`config.mk`:
```
export PLATFORM = sky130hd
export DESIGN_NAME = mlp2_ctrl
export DESIGN_NICKNAME = d
export VERILOG_FILES = /design/src/rtl/mlp2_pkg.sv /design/src/rtl/mlp2_ctrl.sv
export SDC_FILE = /design/constraint.sdc
export NUM_CORES = 1
export LEC_CHECK = 0
export ABC_AREA = 1
export BUFFER_PORTS_ARGS = -buffer_cell sky130_fd_sc_hd__buf_4
export CAP_MARGIN = 20
export CORE_ASPECT_RATIO = 0.7
export CORE_UTILIZATION = 40
export CTS_CLUSTER_DIAMETER = 100
export DETAILED_ROUTE_END_ITERATION = 7
export PLACE_DENSITY = 0.64
export SLEW_MARGIN = 20
export SYNTH_ARGS = -nofsm -noshare
export SYNTH_HDL_FRONTEND = slang
export SYNTH_SLANG_ARGS = --single-unit
```
`constraint.sdc`:
```
create_clock -name clk -period 2.9 [get_ports clk]
set_clock_uncertainty 0.15 [all_clocks]
set_input_delay 0.435 -clock clk [delete_from_list [all_inputs] [get_ports clk]]
set_output_delay 0.435 -clock clk [all_outputs]
set_load 0.1 [all_outputs]
```
`src/rtl/mlp2_pkg.sv`:
```
`timescale 1ns / 1ps
// Shared types and constants for the two-layer perceptron inference unit.
// No dependencies; imported by mlp2_ctrl, mlp2_datapath and the top level.
package mlp2_pkg;

	localparam int WORD_W    = 16;
	localparam int ADDR_W    = 11;
	localparam int CNT_W     = 7;
	localparam int UNIT_W    = 6;
	localparam int OCNT_W    = 4;
	localparam int OIDX_W    = 3;
	localparam int LOGIT_W   = 24;
	localparam int ACC_W     = 40;
	localparam int FRAC      = 12;
	localparam int CFG_W     = 7;
	localparam int CFG_IDX_W = 2;
	localparam int RESULT_LIMIT = 8;

	localparam logic [CNT_W-1:0]  INPUT_COUNT_RST  = 7'd64;
	localparam logic [UNIT_W-1:0] HIDDEN_COUNT_RST = 6'd32;
	localparam logic [OCNT_W-1:0] OUTPUT_COUNT_RST = 4'd1;

	localparam logic [CFG_IDX_W-1:0] CFG_INPUT_COUNT  = 2'd0;
	localparam logic [CFG_IDX_W-1:0] CFG_HIDDEN_COUNT = 2'd1;
	localparam logic [CFG_IDX_W-1:0] CFG_OUTPUT_COUNT = 2'd2;

	localparam logic OP_PARAM   = 1'b0;
	localparam logic OP_FEATURE = 1'b1;

	localparam logic [1:0] REGION_W1 = 2'd0;
	localparam logic [1:0] REGION_B1 = 2'd1;
	localparam logic [1:0] REGION_W2 = 2'd2;
	localparam logic [1:0] REGION_B2 = 2'd3;

	localparam logic LAYER_HID = 1'b0;
	localparam logic LAYER_OUT = 1'b1;

	typedef struct packed {
		logic                     op;
		logic [1:0]               region;
		logic [ADDR_W-1:0]        param_address;
		logic signed [WORD_W-1:0] word_value;
	} feed_item_t;

	typedef struct packed {
		logic [OIDX_W-1:0]         out_index;
		logic signed [LOGIT_W-1:0] logit;
		logic                      predicted_class;
		logic                      last;
	} result_item_t;

	typedef struct packed {
		logic              param_we;
		logic              feat_we;
		logic [CNT_W-1:0]  feat_sel;
		logic              issue;
		logic              layer;
		logic              bias_term;
		logic              last_term;
		logic              last_unit;
		logic [UNIT_W-1:0] unit;
		logic [CNT_W-1:0]  term;
	} dp_cmd_t;

	typedef struct packed {
		logic busy;
		logic held;
	} dp_status_t;

	function automatic int addr_width(int depth);
		return (depth > 1) ? $clog2(depth) : 1;
	endfunction

endpackage

```
`src/rtl/mlp2_ctrl.sv`:
```
`timescale 1ns / 1ps
// Controller: count registers, feature counter and the sequencer that walks
// hidden and output units term by term. Depends on mlp2_pkg.
module mlp2_ctrl import mlp2_pkg::*; #(
	parameter int MAX_INPUTS  = 64,
	parameter int MAX_HIDDEN  = 32,
	parameter int MAX_OUTPUTS = 8
) (
	input  logic                 clk,
	input  logic                 arst_n,
	input  logic                 feed_valid,
	output logic                 feed_ready,
	input  logic                 op,
	input  logic                 cfg_we,
	input  logic [CFG_IDX_W-1:0] cfg_index,
	input  logic [CFG_W-1:0]     cfg_data,
	input  dp_status_t           status,
	output dp_cmd_t              cmd
);

	localparam int NO_LIM = (MAX_OUTPUTS < RESULT_LIMIT) ? MAX_OUTPUTS : RESULT_LIMIT;

	typedef enum logic [3:0] {
		S_IDLE  = 4'b0001,
		S_HID   = 4'b0010,
		S_OWAIT = 4'b0100,
		S_OUT   = 4'b1000
	} state_t;

	state_t state_q, state_d;

	logic [CNT_W-1:0]  icount_q, cnt_q, cnt_d, cnt_inc, term_q, term_d;
	logic [UNIT_W-1:0] hcount_q, unit_q, unit_d;
	logic [OCNT_W-1:0] ocount_q;
	logic              bias_q, bias_d, accept;

	logic [CNT_W-1:0]  ni, ni_last;
	logic [UNIT_W-1:0] nh, nh_last, no_last;
	logic [OCNT_W-1:0] no;

	always_comb begin
		if (icount_q == '0) begin
			ni = CNT_W'(1);
		end else if (32'(icount_q) > 32'(MAX_INPUTS)) begin
			ni = CNT_W'(MAX_INPUTS);
		end else begin
			ni = icount_q;
		end
		if (hcount_q == '0) begin
			nh = UNIT_W'(1);
		end else if (32'(hcount_q) > 32'(MAX_HIDDEN)) begin
			nh = UNIT_W'(MAX_HIDDEN);
		end else begin
			nh = hcount_q;
		end
		if (ocount_q == '0) begin
			no = OCNT_W'(1);
		end else if (32'(ocount_q) > 32'(NO_LIM)) begin
			no = OCNT_W'(NO_LIM);
		end else begin
			no = ocount_q;
		end
		ni_last = ni - CNT_W'(1);
		nh_last = nh - UNIT_W'(1);
		no_last = UNIT_W'(no - OCNT_W'(1));
	end

	assign feed_ready = (state_q == S_IDLE);
	assign accept     = feed_valid && feed_ready;
	assign cnt_inc    = cnt_q + CNT_W'(1);

	always_comb begin
		state_d = state_q;
		cnt_d   = cnt_q;
		unit_d  = unit_q;
		term_d  = term_q;
		bias_d  = bias_q;
		cmd     = '0;
		cmd.feat_sel = cnt_q;
		cmd.unit     = unit_q;
		cmd.term     = term_q;
		case (state_q)
			S_IDLE: begin
				if (accept && op == OP_PARAM) begin
					cmd.param_we = 1'b1;
				end else if (accept) begin
					cmd.feat_we = 1'b1;
					if (cnt_inc < ni) begin
						cnt_d = cnt_inc;
					end else begin
						cnt_d   = '0;
						unit_d  = '0;
						term_d  = '0;
						bias_d  = 1'b1;
						state_d = S_HID;
					end
				end
			end
			S_HID: begin
				cmd.issue = 1'b1;
				cmd.layer = LAYER_HID;
				if (bias_q) begin
					cmd.bias_term = 1'b1;
					bias_d = 1'b0;
				end else if (term_q == ni_last) begin
					cmd.last_term = 1'b1;
					term_d = '0;
					bias_d = 1'b1;
					if (unit_q == nh_last) begin
						unit_d  = '0;
						state_d = S_OWAIT;
					end else begin
						unit_d = unit_q + UNIT_W'(1);
					end
				end else begin
					term_d = term_q + CNT_W'(1);
				end
			end
			S_OWAIT: begin
				if (!status.busy && !status.held) begin
					state_d = S_OUT;
				end
			end
			S_OUT: begin
				cmd.issue     = 1'b1;
				cmd.layer     = LAYER_OUT;
				cmd.last_unit = (unit_q == no_last);
				if (bias_q) begin
					cmd.bias_term = 1'b1;
					bias_d = 1'b0;
				end else if (term_q == {1'b0, nh_last}) begin
					cmd.last_term = 1'b1;
					term_d = '0;
					bias_d = 1'b1;
					if (unit_q == no_last) begin
						unit_d  = '0;
						state_d = S_IDLE;
					end else begin
						unit_d  = unit_q + UNIT_W'(1);
						state_d = S_OWAIT;
					end
				end else begin
					term_d = term_q + CNT_W'(1);
				end
			end
			default: begin
				state_d = S_IDLE;
			end
		endcase
	end

	always_ff @(posedge clk or negedge arst_n) begin
		if (!arst_n) begin
			state_q  <= S_IDLE;
			cnt_q    <= '0;
			unit_q   <= '0;
			term_q   <= '0;
			bias_q   <= 1'b0;
			icount_q <= INPUT_COUNT_RST;
			hcount_q <= HIDDEN_COUNT_RST;
			ocount_q <= OUTPUT_COUNT_RST;
		end else begin
			state_q <= state_d;
			cnt_q   <= cnt_d;
			unit_q  <= unit_d;
			term_q  <= term_d;
			bias_q  <= bias_d;
			if (cfg_we && cfg_index == CFG_INPUT_COUNT) begin
				icount_q <= cfg_data[CNT_W-1:0];
			end
			if (cfg_we && cfg_index == CFG_HIDDEN_COUNT) begin
				hcount_q <= cfg_data[UNIT_W-1:0];
			end
			if (cfg_we && cfg_index == CFG_OUTPUT_COUNT) begin
				ocount_q <= cfg_data[OCNT_W-1:0];
			end
		end
	end

endmodule

```
==> summary.md, run 1 <==
| Metric | Value |
|---|---|
| Layout net count | `525` |
| Dominant cell type by count on the critical path | `sky130_fd_sc_hd__nand2_2` |
| Clock tree buffer depth | `2` |
| Result of the run | `complete, but fails checks` |
| Critical path launch point type | `flip-flop` |
| Post-Route Hold Slack | `0.241 ns` |
| Top flip-flop cell by instance count after synthesis | `sky130_fd_sc_hd__dfrtp_1` |
| Ranking of synthesized cells by area | `sky130_fd_sc_hd__dfrtp_1, sky130_fd_sc_hd__nand2_1, sky130_fd_sc_hd__nand3_1, sky130_fd_sc_hd__inv_1, sky130_fd_sc_hd__ha_1` |
| Maximum clock rate | `0.330 GHz` |
| Post-synthesis cell type count | `35` |
| Unrepaired setup endpoints after global routing | `yes` |
| Post-Synthesis Cells | `423` |
| Total of fill cells in the finished design | `701` |
| Synthesized flop and latch total | `42` |
| Worst EP arrival | `2.45 ns` |
| Commonest cells post-synth | `sky130_fd_sc_hd__nand2_1, sky130_fd_sc_hd__inv_1, sky130_fd_sc_hd__nand3_1` |
| Max transition margin | `63.3%` |
| Peak VDD IR | `529 µV` |
| Via density per instance | `4.95` |
| WP data required | `2.32 ns` |
| Fraction of layout cells with a size suffix above 1 | `32.1%` |
| Number of buffers created by CTS | `5` |
| Aggregate global-route resource usage | `20.9%` |
| Aggregate global routing overflow | `0` |
| Part of the cycle the worst path needs | `105%` |
| CP Launch Point | `hcount_q[0]$_DFFE_PN0P_` |
| Clock-pin slew of the registers on the worst-case setup and hold paths | `0.08 ns` |
| First-pass GRT wire length | `13.2 mm` |
| Largest net degree at the start of global routing | `43` |
| Number of enable flip-flop cells after synthesis | `0` |
| H-tree lvl count | `2` |
| Ratio of total power to cell area | `859 nW/µm²` |
| Count of endpoints failing setup in the final report | `1` |
| Register-to-register path setup slack | `0.22 ns` |
| Worst setup slack after layout | `-0.134 ns` |
| Share of synthesized area occupied by flip-flops and latches | `34.3%` |
| WL per Instance | `12.9 µm` |
| Detail Route Antenna Nets | `0` |
| Buf/Inv on CP | `1` |
| Capturing element of the worst setup path | `cmd[14]` |
| Crit path max-delay cell type | `sky130_fd_sc_hd__dfrtp_1` |
| Leakage power of the design | `1.96 nW` |
| Final critical path time including I/O delays and setup | `3.03 ns` |
| Count of non-filler cells in the finished layout | `596` |
| CP max stage delay | `0.39 ns` |
| TritonCTS clock tree | `yes` |
| Final-report hold violation count | `0` |
| Critical Setup Path Class | `flip-flop to output pin` |
| Via count | `2,949` |
| Starting utilization of the core area | `41.7%` |
| Count of placed standard cells including taps | `576` |
| Antenna cells | `0` |
| Last weighted congestion value of the routability-driven placer | `0.887` |
| Logic depth of the worst register-to-register path | `18` |
| Max-cap check violation count | `0` |
| Die Footprint | `8060 µm²` |
| IO Port Bufs | `43` |
| Endpoint of the lowest-slack register-to-register path | `unit_q[0]$_DFFE_PN0P_` |
| Hold Crit Depth | `3` |
| Share of synthesized flip-flops with an asynchronous set or reset | `100%` |
| Most numerous cell in the Yosys netlist | `sky130_fd_sc_hd__nand2_1` |
| Vias in the first global route | `2,876` |
| Detailed Route Iter0 Violations | `101` |
| Total Power | `3.44 mW` |
| Cell Area, Synth | `3080 µm²` |
| Post-synthesis net count | `451` |
| Synthesis Warnings | `0` |
| Per-instance average area after synthesis | `7.28 µm²` |
| Stages on worst setup path | `14` |
| DPL Wire Length | `5.83 mm` |
| Critical path peak fanout | `3` |
| Setup slack at placement | `-0.00264 ns` |
| Share of Yosys cell area claimed by the top area cell type | `30.9%` |
| Die X | `107 µm` |
| Kind of cell adding the most delay to the critical path | `simple AND/OR/NAND/NOR gates` |
| Slew at the pin with the worst max-slew slack | `0.550 ns` |
| Floorplan Core Area | `7380 µm²` |
| Violated checks | `setup timing` |
| TritonRoute pass-1 iters | `4` |
| Clk Latency, worst-skew pair | `0.30 ns` |
| Type of element capturing the critical path | `output pin` |
| CP Cell Sequence | `nor2_1 -> nand3_2 -> nand2_2 -> nand2_2 -> ha_4 -> o21ai_1 -> a21oi_1 -> nand3_1 -> nor2_1 -> nand2_1 -> nor2_2 -> nand2_2 -> a21oi_4 -> buf_12` |
| Chip height | `75.4 µm` |
| Clk sink count | `42` |
| Number of slew-limit violations in the final report | `0` |
| I/O pin count | `44` |
| Layout overhead on the synthesized area | `30.2%` |
| Wirelength, routed | `7.70 mm` |
| CTS Root Cell | `sky130_fd_sc_hd__clkbuf_8` |
| Floorplan row count | `26` |
| Antenna violations before repair | `0` |
| Launch point of the worst reg-to-reg path | `icount_q[6]$_DFFE_PN1P_` |
| DRC violations left | `0` |
| Biggest area consumer among synthesized cells | `sky130_fd_sc_hd__dfrtp_1` |
| Classification of the worst-slack hold path | `input pin to flip-flop` |
==> metrics by stage <==
stage	util [%]	area [µm²]	setup TNS, ns
CTS	53.9	3980	-0.101
global route	54.3	4010	-0.295
global placement	50.0	3690	0
floorplan	-	3140	-0.422
finish	54.3	4010	-0.134
detailed placement	50.0	3690	-0.00264
==> cell families (layout without fill, tap and decap cells) <==
group	count (synthesis)	after routing	share of synthesized area [%]
AO/OA/AOI/OAI	57	57	11.0
flip-flops	42	42	34.3
buffers and inverters	61	136	7.52
AND/OR/NAND/NOR	228	228	34.8
adder cells (fa/ha/maj)	12	12	4.88
XOR/XNOR	23	23	7.52
==> final cells by class <==
class | instances | area [µm²] | share of cell area (%)
clock buffer | 5 | 68.8 | 1.72
clock inverter | 3 | 40.0 | 0.999
inverter | 56 | 223 | 5.56
multi-input combinational | 320 | 1940 | 48.3
sequential | 42 | 1060 | 26.5
tap | 98 | 123 | 3.06
timing repair buffer | 72 | 556 | 13.9
==> worst min-delay path by stage <==
stage                                          to  slack, ns        start
final                     icount_q[6]$_DFFE_PN1P_       0.24  cfg_data[6]
after global routing      icount_q[6]$_DFFE_PN1P_       0.25  cfg_data[6]
after CTS                 icount_q[6]$_DFFE_PN1P_       0.24  cfg_data[6]
after detailed placement     cnt_q[3]$_DFFE_PN0P_       0.32       arst_n
after global placement       cnt_q[2]$_DFFE_PN0P_       0.31       arst_n
after floorplan                bias_q$_DFFE_PN0P_      -0.01       arst_n
==> layout by cell type (no fill, tap or decap), drive strengths merged <==
cell type,instances
nand2,128
buf,71
inv,54
nand3,45
nor2,41
dfrtp,38
o21ai,34
xor2,19
a21oi,15
ha,12
nor3,8
nand4,5
clkbuf,5
xnor2,4
o31ai,4
dfstp,4
clkinvlp,2
clkinv,2
o21a,1
nand3b,1
a211oi,1
a21o,1
o32ai,1
bufinv,1
dlygate4sd3,1
==> power by group <==
| part | internal, mW | switching, mW | leakage [nW] |
|---|---|---|---|
| sequential | 0.708 | 0.131 | 0.533 |
| combinational | 0.679 | 1.46 | 1.37 |
| clock | 0.254 | 0.216 | 0.0579 |
==> worst reg2reg max path: cells and delay by family, from the launching register on <==
family / cells / cell delay, ns
buffers and inverters: 6 / 0.46
xor gates and xnor gates: 1 / 0.12
AOI/OAI and AO/OA: 2 / 0.35
and+or+nand+nor: 8 / 0.74
DFF: 1 / 0.57
adders and majority gates: 1 / 0.22
==> state kept, by name (all words and copies together) (netlist names) <==
register  flops
cnt_q         7
icount_q      7
term_q        7
hcount_q      6
unit_q        6
ocount_q      4
state_q       4
bias_q        1
==> per-layer routing <==
| layer | global-route usage (%) | share of wire (%) | vias to the layer above |
|---|---|---|---|
| li1 | - | - | 1511 |
| met1 | 27.9 | 49 | 1350 |
| met2 | 35.6 | 44 | 80 |
| met3 | 4.02 | 6.0 | 8 |
| met4 | 4.87 | 0.77 | 0 |
| met5 | 0 | 0 | - |
==> timing repair <==
| action | CTS | global route |
|---|---|---|
| resized for setup | 19 | 14 |
| hold buffers | 1 | 0 |
| pin swaps | 13 | 14 |
| setup buffers | 12 | 2 |
| setup endpoints to repair | 2 | 20 |
| hold endpoints to repair | 38 | 0 |
Power figures use the tool's default switching activity.
==> run 2, diff against run 1 <==
- PLACE_DENSITY: 0.64 -> 0.57
==> summary.md, run 2 (synthesized netlist as in run 1, its figures left out) <==
| Metric | Value |
|---|---|
| Utilization after layout | `55.5%` |
| Register-to-register path setup slack | `0.16 ns` |
| Critical Setup Path Class | `flip-flop to output pin` |
| TritonRoute pass-1 iters | `5` |
| Count of endpoints failing setup in the final report | `1` |
| Via count | `2,963` |
| Count of placed standard cells including taps | `575` |
| First-pass GRT wire length | `13.2 mm` |
| CP Cell Sequence | `inv_4 -> nand2_2 -> inv_2 -> a21oi_4 -> ha_4 -> inv_1 -> nor2_4 -> nand2_1 -> o21ai_1 -> xor2_2 -> nand3_1 -> a21oi_4 -> buf_12` |
| Floorplan Core Area | `7380 µm²` |
| Cell Area, Placed | `3680 µm²` |
| Clock-pin slew of the registers on the worst-case setup and hold paths | `0.09 ns` |
| Top Registers | `cnt_q: 7 flops, icount_q: 7 flops, term_q: 7 flops` |
| WP data required | `2.32 ns` |
| Critical path peak fanout | `4` |
| Number of slew-limit violations in the final report | `0` |
| Type of element capturing the critical path | `output pin` |
| Design Area, Final | `4100 µm²` |
| Layout overhead on the synthesized area | `33.0%` |
| Max-cap check violation count | `0` |
| Share of power burned in combinational logic | `61.0%` |
| Routing usage on met1 | `30.7%` |
| CP max stage delay | `0.57 ns` |
| Most frequent standard cell in the layout excluding fill and tap cells | `sky130_fd_sc_hd__nand2_1` |
| Leakage power of the design | `2.02 nW` |
| Fraction of layout cells with a size suffix above 1 | `32.3%` |
| Logic depth of the worst register-to-register path | `18` |
| Setup TNS Final | `-0.206 ns` |
| Clock tree buffer depth | `2` |
| Max transition margin | `62.8%` |
| Die X | `107 µm` |
| Routing usage on met3 | `3.17%` |
| Aggregate global routing overflow | `0` |
| Starting utilization of the core area | `41.7%` |
| Peak VDD IR | `433 µV` |
| Slew at the pin with the worst max-slew slack | `0.559 ns` |
| IO Port Bufs | `43` |
| Clk Latency, worst-skew pair | `0.31 ns` |
| Clk sink count | `42` |
| Vias in the first global route | `2,771` |
| Setup slack at placement | `0.0184 ns` |
| Multi-input gate area | `1920 µm²` |
| Number of buffers created by CTS | `5` |
| Endpoint of the lowest-slack register-to-register path | `unit_q[1]$_DFFE_PN0P_` |
| Count of non-filler cells in the finished layout | `605` |
| Result of the run | `complete, but fails checks` |
| Part of the cycle the worst path needs | `107%` |
| Aggregate global-route resource usage | `21.2%` |
| Total of fill cells in the finished design | `700` |
| DPL Wire Length | `5.81 mm` |
| Antenna violations before repair | `0` |
| Internal power | `1.78 mW` |
| TritonCTS clock tree | `yes` |
| Hold Crit Depth | `3` |
| Met2 capacity usage during global routing | `33.5%` |
| Chip height | `75.4 µm` |
| Startpoint of the most critical hold path | `cfg_data[6]` |
| Wirelength, routed | `7.88 mm` |
| Ratio of total power to cell area | `883 nW/µm²` |
| Crit path max-delay cell type | `sky130_fd_sc_hd__dfstp_2` |
| Largest net degree at the start of global routing | `43` |
| WL per Instance | `13.0 µm` |
| Total Power | `3.62 mW` |
| Via density per instance | `4.90` |
| Violated checks | `setup timing` |
| Leading cell types in the layout, fill and taps excluded | `sky130_fd_sc_hd__nand2_1, sky130_fd_sc_hd__buf_4, sky130_fd_sc_hd__inv_1, sky130_fd_sc_hd__nand3_1, sky130_fd_sc_hd__dfrtp_1` |
| Final-report hold violation count | `0` |
| Unrepaired setup endpoints after global routing | `yes` |
| Fraction of power spent switching nets | `50.8%` |
| I/O pin count | `44` |
| Worst setup slack after layout | `-0.206 ns` |
| Dominant cell type by count on the critical path | `sky130_fd_sc_hd__a21oi_4` |
| Floorplan row count | `26` |
| Part of the power in registers | `23.1%` |
| Worst hold path endpoint | `icount_q[6]$_DFFE_PN1P_` |
| Layout net count | `534` |
| H-tree lvl count | `2` |
| Maximum clock rate | `0.322 GHz` |
| Footprint of the flip-flops and latches | `1060 µm²` |
| Die Footprint | `8060 µm²` |
| Critical path launch point type | `flip-flop` |
| Detailed Route Iter0 Violations | `131` |
| Detail Route Antenna Nets | `0` |
| Final critical path time including I/O delays and setup | `3.11 ns` |
| Launch point of the worst reg-to-reg path | `icount_q[6]$_DFFE_PN1P_` |
| Buf/Inv on CP | `4` |
| CTS Root Cell | `sky130_fd_sc_hd__clkbuf_8` |
| Antenna cells | `0` |
| Kind of cell adding the most delay to the critical path | `flip-flops` |
| Worst EP arrival | `2.52 ns` |
| Last weighted congestion value of the routability-driven placer | `0.845` |
| DRC violations left | `0` |
| Classification of the worst-slack hold path | `input pin to flip-flop` |
| Busiest layer in global routing | `met2` |
| Post-Route Hold Slack | `0.226 ns` |
| Switching component of the power | `1.84 mW` |
| Power share of the clock group | `15.9%` |
==> run 2: changes by cell type in the layout (fill, tap and decap cells not counted), moves of 2 or more <==
cell                       before  now
sky130_fd_sc_hd__clkinv_2       2    0
sky130_fd_sc_hd__buf_4         70   78
sky130_fd_sc_hd__nand3_2        5    2
sky130_fd_sc_hd__nand3_1       38   40
sky130_fd_sc_hd__nor2_1        24   28
sky130_fd_sc_hd__nor2_2         7    4
==> run 2: worst max-delay path by stage <==
stage	startpoint	to	slack [ns]	depth (start not counted)
6_report	icount_q[6]$_DFFE_PN1P_	cmd[14]	-0.21	13
5_1_grt	hcount_q[1]$_DFFE_PN0P_	cmd[14]	-0.38	14
4_1_cts	icount_q[6]$_DFFE_PN1P_	cmd[14]	-0.15	13
3_5_place_dp	hcount_q[0]$_DFFE_PN0P_	cmd[14]	0.02	14
3_3_place_gp	hcount_q[0]$_DFFE_PN0P_	cmd[14]	0.03	14
2_1_floorplan	term_q[4]$_DFFE_PN0P_	cmd[14]	-0.17	7
==> run 2: power groups by stage <==
stage | sequential (mW) | combinational (mW) | clock, mW
global route | 0.859 | 2.41 | 0.607
CTS | 0.835 | 2.15 | 0.586
detailed placement | 0.846 | 1.96 | 0
floorplan | 1.11 | 1.24 | 0
global placement | 0.844 | 1.95 | 0
finish | 0.837 | 2.21 | 0.575
==> run 2: worst register-to-register path, delay by kind of cell (launching register included) <==
family | cells | cell delay, ns
AOI/OAI and AO/OA | 2 | 0.38
buffers and inverters | 6 | 0.47
and+or+nand+nor | 8 | 0.78
adders and majority gates | 1 | 0.15
DFF | 1 | 0.57
xor gates and xnor gates | 1 | 0.17
==> run 2: timing repair <==
| action | CTS | global route |
|---|---|---|
| gates resized for setup | 12 | 16 |
| hold buffers | 1 | 0 |
| endpoints found under the hold margin | 35 | 0 |
| endpoints found under the setup margin | 2 | 20 |
| setup buffers | 18 | 11 |
| gates cloned | 0 | 0 |
| pin swaps | 11 | 21 |
==> run 2: layer usage <==
layer  routed length [µm]  part of all wire [%]
met5                    0                     0
met4                   47                  0.60
met3                  523                   6.6
met2                 3460                    44
met1                 3850                    49
==> run 2: final cells by class <==
class	count	share of cell area, %
Multi-Input combinational cell	320	46.9
Sequential cell	42	26.0
Timing Repair Buffer	81	15.3
Inverter	56	5.44
Tap cell	98	2.99
Clock buffer	5	1.68
Clock inverter	3	1.68
